$ cat src/design/pll_pkg.sv
// ----------------------------------------------------------------------------
// pll_pkg
// Shared types and constants of the positional linked list engine.
// ----------------------------------------------------------------------------
package pll_pkg;

  localparam int unsigned DefCapacity = 32;

  typedef enum logic [2:0] {
    ACT_APPEND  = 3'd0,
    ACT_PREPEND = 3'd1,
    ACT_INSERT  = 3'd2,
    ACT_LENGTH  = 3'd3,
    ACT_DUMP    = 3'd4,
    ACT_DELETE  = 3'd5,
    ACT_RSVD6   = 3'd6,
    ACT_RSVD7   = 3'd7
  } action_e;

  typedef enum logic [1:0] {
    ST_OK    = 2'd0,
    ST_BADPOS = 2'd1,
    ST_FULL  = 2'd2,
    ST_EMPTY = 2'd3
  } status_e;

  typedef enum logic [2:0] {
    S_IDLE,
    S_WALK,
    S_LINK,
    S_DUMP,
    S_DONE
  } state_e;

endpackage

$ cat src/design/pll_ram.sv
// ----------------------------------------------------------------------------
// pll_ram
// Generic simple dual-port synchronous RAM (one write port, one read port) with registered read.
// ----------------------------------------------------------------------------
module pll_ram #(
  parameter int unsigned Width = 32,
  parameter int unsigned Depth = 32
) (
  input  logic                     clk_i,
  input  logic                     we_i,
  input  logic [$clog2(Depth)-1:0] waddr_i,
  input  logic [Width-1:0]         wdata_i,
  input  logic [$clog2(Depth)-1:0] raddr_i,
  output logic [Width-1:0]         rdata_o
);

  logic [Width-1:0] mem_q [Depth];

  always_ff @(posedge clk_i) begin
    if (we_i) begin
      mem_q[waddr_i] <= wdata_i;
    end
    rdata_o <= mem_q[raddr_i];
  end

endmodule

$ cat src/design/positional_linked_list_engine.sv
// ----------------------------------------------------------------------------
// positional_linked_list_engine
// Linked list of signed values in node memory; links walked one node a cycle.
// Length, prepend, append to an empty list and rejected requests go straight
// to the result; append walks to the tail, insert after p walks to node p and
// delete at p walks to node p-1 (at the head it only reads the head's link).
// Dump emits one element per cycle once the head is read. busy stays high
// through the last result; the next transfer can be taken the cycle after.
// Reset: head null, all nodes free, count zero; node memories not cleared.
// ----------------------------------------------------------------------------
module positional_linked_list_engine
  import pll_pkg::*;
#(
  parameter int unsigned Capacity = DefCapacity
) (
  input  logic        clk_i,
  input  logic        rst_ni,
  input  logic        start,
  output logic        busy,
  input  logic [2:0]  action_i,
  input  logic [6:0]  position_i,
  input  logic signed [31:0] value_i,
  output logic        valid_o,
  output logic [1:0]  status_o,
  output logic signed [31:0] element_value_o,
  output logic [6:0]  element_index_o,
  output logic [6:0]  element_count_o,
  output logic        last_o
);

  localparam int unsigned AW = $clog2(Capacity);
  localparam int unsigned LW = $clog2(Capacity + 1);
  localparam logic [LW-1:0] Nil = LW'(Capacity);

  state_e state_q, state_d;
  action_e act_q, act_d;
  logic [31:0] val_q, val_d;
  logic [LW-1:0] head_q, head_d;
  logic [Capacity-1:0] free_q, free_d;
  logic [6:0] cnt_q, cnt_d;
  logic [LW-1:0] cur_q, cur_d;   // node whose link is being read
  logic [LW-1:0] nn_q, nn_d;     // newly allocated node (previous node on delete)
  logic [6:0] step_q, step_d;
  logic [6:0] tgt_q, tgt_d;

  logic lwe, vwe;
  logic [AW-1:0] lwa, vwa, lra, vra;
  logic [LW-1:0] lwd, lrd;
  logic [31:0] vwd, vrd;

  pll_ram #(.Width(LW), .Depth(Capacity)) u_links (
    .clk_i, .we_i(lwe), .waddr_i(lwa), .wdata_i(lwd), .raddr_i(lra), .rdata_o(lrd));
  pll_ram #(.Width(32), .Depth(Capacity)) u_values (
    .clk_i, .we_i(vwe), .waddr_i(vwa), .wdata_i(vwd), .raddr_i(vra), .rdata_o(vrd));

  logic [LW-1:0] alloc;
  logic afull;
  always_comb begin
    alloc = Nil;
    for (int i = Capacity - 1; i >= 0; i--) begin
      if (free_q[i]) alloc = LW'(i);
    end
    afull = ~|free_q;
  end

  always_ff @(posedge clk_i or negedge rst_ni) begin
    if (!rst_ni) begin
      state_q <= S_IDLE;
      head_q  <= Nil;
      free_q  <= '1;
      cnt_q   <= '0;
    end else begin
      state_q <= state_d;
      head_q  <= head_d;
      free_q  <= free_d;
      cnt_q   <= cnt_d;
    end
  end

  always_ff @(posedge clk_i) begin
    act_q <= act_d; val_q <= val_d;
    cur_q <= cur_d; nn_q <= nn_d; step_q <= step_d; tgt_q <= tgt_d;
  end

  always_comb begin
    state_d = state_q; act_d = act_q; val_d = val_q;
    head_d = head_q; free_d = free_q; cnt_d = cnt_q;
    cur_d = cur_q; nn_d = nn_q; step_d = step_q; tgt_d = tgt_q;
    lwe = 1'b0; lwa = '0; lwd = '0; lra = cur_q[AW-1:0];
    vwe = 1'b0; vwa = '0; vwd = val_q; vra = cur_q[AW-1:0];
    busy = (state_q != S_IDLE);
    valid_o = 1'b0; status_o = ST_OK; element_value_o = '0;
    element_index_o = '0; element_count_o = cnt_q; last_o = 1'b1;
    case (state_q)
      S_IDLE: begin
        if (start) begin
          act_d = action_e'(action_i); val_d = value_i;
          state_d = S_DONE; step_d = 7'd1; cur_d = head_q; nn_d = alloc;
          tgt_d = 7'(ST_OK);   // tgt holds status for the done cycle
          case (action_e'(action_i))
            ACT_APPEND: begin
              if (afull) tgt_d = 7'(ST_FULL);
              else if (cnt_q == 0) begin
                vwe = 1'b1; vwa = alloc[AW-1:0]; vwd = value_i;
                lwe = 1'b1; lwa = alloc[AW-1:0]; lwd = Nil;
                head_d = alloc; free_d[alloc[AW-1:0]] = 1'b0; cnt_d = cnt_q + 7'd1;
              end else begin
                tgt_d = cnt_q; state_d = S_WALK;
                lra = head_q[AW-1:0];
              end
            end
            ACT_PREPEND: begin
              if (afull) tgt_d = 7'(ST_FULL);
              else begin
                vwe = 1'b1; vwa = alloc[AW-1:0]; vwd = value_i;
                lwe = 1'b1; lwa = alloc[AW-1:0]; lwd = head_q;
                head_d = alloc; free_d[alloc[AW-1:0]] = 1'b0; cnt_d = cnt_q + 7'd1;
              end
            end
            ACT_INSERT: begin
              if (position_i == 0 || position_i > cnt_q) tgt_d = 7'(ST_BADPOS);
              else if (afull) tgt_d = 7'(ST_FULL);
              else begin
                tgt_d = position_i; state_d = S_WALK;
                lra = head_q[AW-1:0];
              end
            end
            ACT_DELETE: begin
              if (position_i == 0 || position_i > cnt_q) tgt_d = 7'(ST_BADPOS);
              else begin
                // walk to pos: when read of node pos-1 done, link gives victim
                tgt_d = position_i; state_d = S_WALK;
                lra = head_q[AW-1:0];
              end
            end
            ACT_DUMP: begin
              if (cnt_q == 0) tgt_d = 7'(ST_EMPTY);
              else begin
                state_d = S_DUMP;
                lra = head_q[AW-1:0]; vra = head_q[AW-1:0];
              end
            end
            default: ;
          endcase
        end
      end
      S_WALK: begin
        // lrd = link of cur_q; cur_q is node at position step_q
        if (act_q == ACT_DELETE && tgt_q == 7'd1) begin
          head_d = lrd; free_d[cur_q[AW-1:0]] = 1'b1; cnt_d = cnt_q - 7'd1;
          tgt_d = 7'(ST_OK); state_d = S_DONE;
        end else if (act_q == ACT_DELETE && step_q == tgt_q - 7'd1) begin
          // prev=cur_q, victim=lrd; need victim's link
          nn_d = cur_q; cur_d = lrd; lra = lrd[AW-1:0]; state_d = S_LINK;
        end else if (step_q == tgt_q) begin
          // cur_q = prev for append/insert
          vwe = 1'b1; vwa = nn_q[AW-1:0];
          lwe = 1'b1; lwa = nn_q[AW-1:0];
          lwd = (act_q == ACT_APPEND) ? Nil : lrd;
          state_d = S_LINK;
        end else begin
          cur_d = lrd; lra = lrd[AW-1:0]; step_d = step_q + 7'd1;
        end
      end
      S_LINK: begin
        if (act_q == ACT_DELETE) begin
          lwe = 1'b1; lwa = nn_q[AW-1:0]; lwd = lrd;
          free_d[cur_q[AW-1:0]] = 1'b1; cnt_d = cnt_q - 7'd1;
        end else begin
          lwe = 1'b1; lwa = cur_q[AW-1:0]; lwd = nn_q;
          free_d[nn_q[AW-1:0]] = 1'b0; cnt_d = cnt_q + 7'd1;
        end
        tgt_d = 7'(ST_OK); state_d = S_DONE;
      end
      S_DUMP: begin
        valid_o = 1'b1; element_value_o = vrd; element_index_o = step_q;
        last_o = (step_q == cnt_q);
        cur_d = lrd; lra = lrd[AW-1:0]; vra = lrd[AW-1:0];
        step_d = step_q + 7'd1;
        if (step_q == cnt_q) state_d = S_IDLE;
      end
      S_DONE: begin
        valid_o = 1'b1; status_o = tgt_q[1:0]; state_d = S_IDLE;
      end
      default: state_d = S_IDLE;
    endcase
  end

endmodule
$ cat config.mk
export PLATFORM = sky130hd
export DESIGN_NAME = positional_linked_list_engine
export DESIGN_NICKNAME = d
export VERILOG_FILES = /design/src/design/pll_pkg.sv /design/src/design/pll_ram.sv /design/src/design/positional_linked_list_engine.sv
export SDC_FILE = /design/constraint.sdc
export NUM_CORES = 2
export LEC_CHECK = 0
export ABC_CLOCK_PERIOD_IN_PS = 5850
export BUFFER_PORTS_ARGS = -buffer_cell sky130_fd_sc_hd__buf_2
export CORE_MARGIN = 5
export CORE_UTILIZATION = 55
export CTS_BUF_LIST = sky130_fd_sc_hd__clkbuf_16
export DETAILED_ROUTE_END_ITERATION = 8
export MAX_ROUTING_LAYER = met4
export PLACE_DENSITY_LB_ADDON = 0.12
export SLEW_MARGIN = 10
export SYNTH_ARGS = -nofsm -noshare
export SYNTH_HDL_FRONTEND = slang
export SYNTH_HIERARCHICAL = 1
export SYNTH_SLANG_ARGS = --single-unit
$ cat constraint.sdc
create_clock -name clk_i -period 5.85 [get_ports clk_i]
set_input_delay 1.17 -clock clk_i [delete_from_list [all_inputs] [get_ports clk_i]]
set_output_delay 1.17 -clock clk_i [all_outputs]
set_load 0.02 [all_outputs]
==> results_dict.tcl <==
set metrics [dict create \
    p_leak_nw 21.50 \
    crit_end "u_values/mem_q[4][18]" \
    synth.avg_cell_area_um2 16.12 \
    required_ns 6.28 \
    multi_input_area_um2 14390 \
    hpwl_mm 82.92 \
    grt_pass1_vias 31483 \
    setup_viol 0 \
    drtPass1Iterations 8 \
    clk_pin_slew_ns 0.06 \
    dieArea_um2 105400 \
    layout_worst_path_cycle_share_pct 84.78 \
    cts_tree "done" \
    die_w_um 324.7 \
    drc 0 \
    netlist_area_um2 54480 \
    worstPathArrival_ns 5.39 \
    drtIter0Drc 3663 \
    syn_nets 3437 \
    dp_slack_ns 0.6025 \
    drt_wl_total_mm 143.1 \
    yosysWarnings 6 \
    clk_latency_ns 0.75 \
    io_buffers 95 \
    final_layout_size_suffix_gt1_share_pct 16.26 \
    routabilityCongestion 0.9353 \
    min_path_type "in2async" \
    vdd_ir_drop_max_mv 0.5001 \
    dp.cells 4672 \
    detail-route-antenna-nets 0 \
    rr_endpoint "u_values/mem_q[4][18]" \
    fmax_mhz 201.6 \
    diodes 0 \
    vias_per_cell 6.394 \
    ff2ff_path_depth 9 \
    nets 3580 \
    reg2reg_from "free_q[16]" \
    finalNonFillerCells 4922 \
    routedWlPerCell_um 29.07 \
    tightest_slew_ns 1.237 \
    maxCapViolCount 0 \
    rsz0062_at_grt "no" \
    syn_inst 3380 \
    clock_path_buffers 3 \
    skew_ns 0.02730 \
    setup_slack_ns 0.8901 \
    crit_fanout 28 \
    track_usage_pct 27.56 \
    vias 31472 \
    grt_max_degree 83 \
    finalHoldViolations 0 \
    numCtsBuffers 136 \
    end_kind "flip-flop" \
    setup-tns-final_ns 0 \
    io_pins 96 \
    seq_area_um2 39280 \
    crit_type "reg2reg" \
    num_rows 115 \
    r2r_setup_slack_ns 0.89 \
    cts_resized 0 \
    core_um2 98420 \
    overflow 0 \
    critPathLaunch "free_q[16]" \
    maxSlewHeadroom_pct 17.43 \
    antenna_found_initial 4 \
    maxSlewViolCount 0 \
    cts_sinks 1327 \
    period_minus_slack_ns 4.960 \
    initial_core_util_pct 55.35 \
    root_buffer "clkbuf_16" \
    start_kind "flip-flop" \
    area_delta_synth_final_pct 12.61 \
    p_per_area_nw_per_um2 512.5 \
    outcome "complete, no violations" \
    n_fill_cell 7033 \
    grt_first_pass_wirelength_mm 210.6 \
    ctsHoldBuffers 0 \
    die_y_um 324.7 \
    h-tree-depth 4 \
    post-cts-setup-buffers 0 \
]
## metrics by stage
| stage | power, W | util [%] | hold slack [ns] | cell area (µm²) |
|---|---|---|---|---|
| finish | 0.03144 | 62.33 | 0.4362 | 61350 |
| global placement | 0.02294 | 57.92 | 0.4828 | 57010 |
| CTS | 0.03147 | 62.31 | 0.5025 | 61330 |
| floorplan | 0.01969 | - | 0.4576 | 54480 |
| detailed placement | 0.02316 | 57.92 | 0.4941 | 57010 |
| global route | 0.03273 | 62.33 | 0.4571 | 61350 |
## critical path, stage by stage (launching register included)
cell and delay (ns):
dfstp_2 0.41, nor4_1 0.86, nand4_1 0.41, nor2_2 0.45, nor4_4 0.15, buf_4 0.33, a22o_1 0.32, or3b_2 0.72
nor2_4 0.68, buf_12 0.27
## layout by cell type, fill, tap and decap left out, types with 8 or more instances in the layout
cell       instances
nand3b_1          15
nor2_1           114
nor4_1            14
dfstp_2           32
o21ai_1           11
nand3_1          117
clkinv_1          24
o21ai_0           36
nor2b_1            9
ha_1              12
buf_2             94
or3_1              9
bufinv_16          9
o211ai_1          13
and3_1            49
clkinv_2          18
nand2b_1          11
a22o_1            68
edfxtp_1        1243
clkbuf_16        138
nor3_1            48
nand2_1          158
dfrtp_1           14
a21o_1             8
nor2_4            34
or3b_2             8
buf_12            33
mux2i_1          525
a21oi_1          168
a22oi_1          109
dfxtp_1           37
xor2_1             9
a31oi_1           45
xnor2_1           18
and2_1            11
mux2_2            37
inv_1             69
mux4_2            50
buf_4             67
## flip-flops by register name (all words and copies together) (netlist names), 7 cells and up
| register | count |
|---|---|
| tgt_q | 7 |
| element_count_o | 7 |
| u_links/mem_q | 160 |
| step_q | 7 |
| free_q | 32 |
| u_values/mem_q | 1024 |
| u_values/rdata_o | 32 |
| val_q | 32 |
## final cells by class
cell class / count / share of cell area [%]
Clock buffer: 138 / 5.629
Clock inverter: 112 / 1.409
Inverter: 30 / 0.1836
Multi-Input combinational cell: 1834 / 23.46
Sequential cell: 1327 / 64.03
Tap cell: 1287 / 2.625
Timing Repair Buffer: 194 / 2.664
## worst min-delay path by stage
| stage | to | slack (ns) | depth (start not counted) |
|---|---|---|---|
| 6_report | element_count_o[3] | 0.44 | 1 |
| 2_1_floorplan | free_q[29] | 0.46 | 2 |
| 3_5_place_dp | free_q[29] | 0.49 | 2 |
| 5_1_grt | element_count_o[4] | 0.46 | 1 |
| 3_3_place_gp | free_q[29] | 0.48 | 2 |
| 4_1_cts | free_q[29] | 0.50 | 2 |
## power breakdown
part           internal [W]  switching (W)  total, W
Combinational       0.00409        0.00702    0.0111
Clock               0.00472        0.00358   0.00830
Sequential           0.0114       0.000635    0.0120
## layer usage
metal | vias to the layer above | track usage (%) | part of all wire (%) | routed length [µm]
met5 | - | - | 0 | 0
met3 | 208 | 4.439 | 8.3 | 11830
met1 | 16153 | 39.13 | 42 | 60750
li1 | 13592 | - | - | -
met2 | 1519 | 42.83 | 47 | 67750
met4 | 0 | 6.287 | 1.9 | 2758
(Power assumes the default switching activity.)
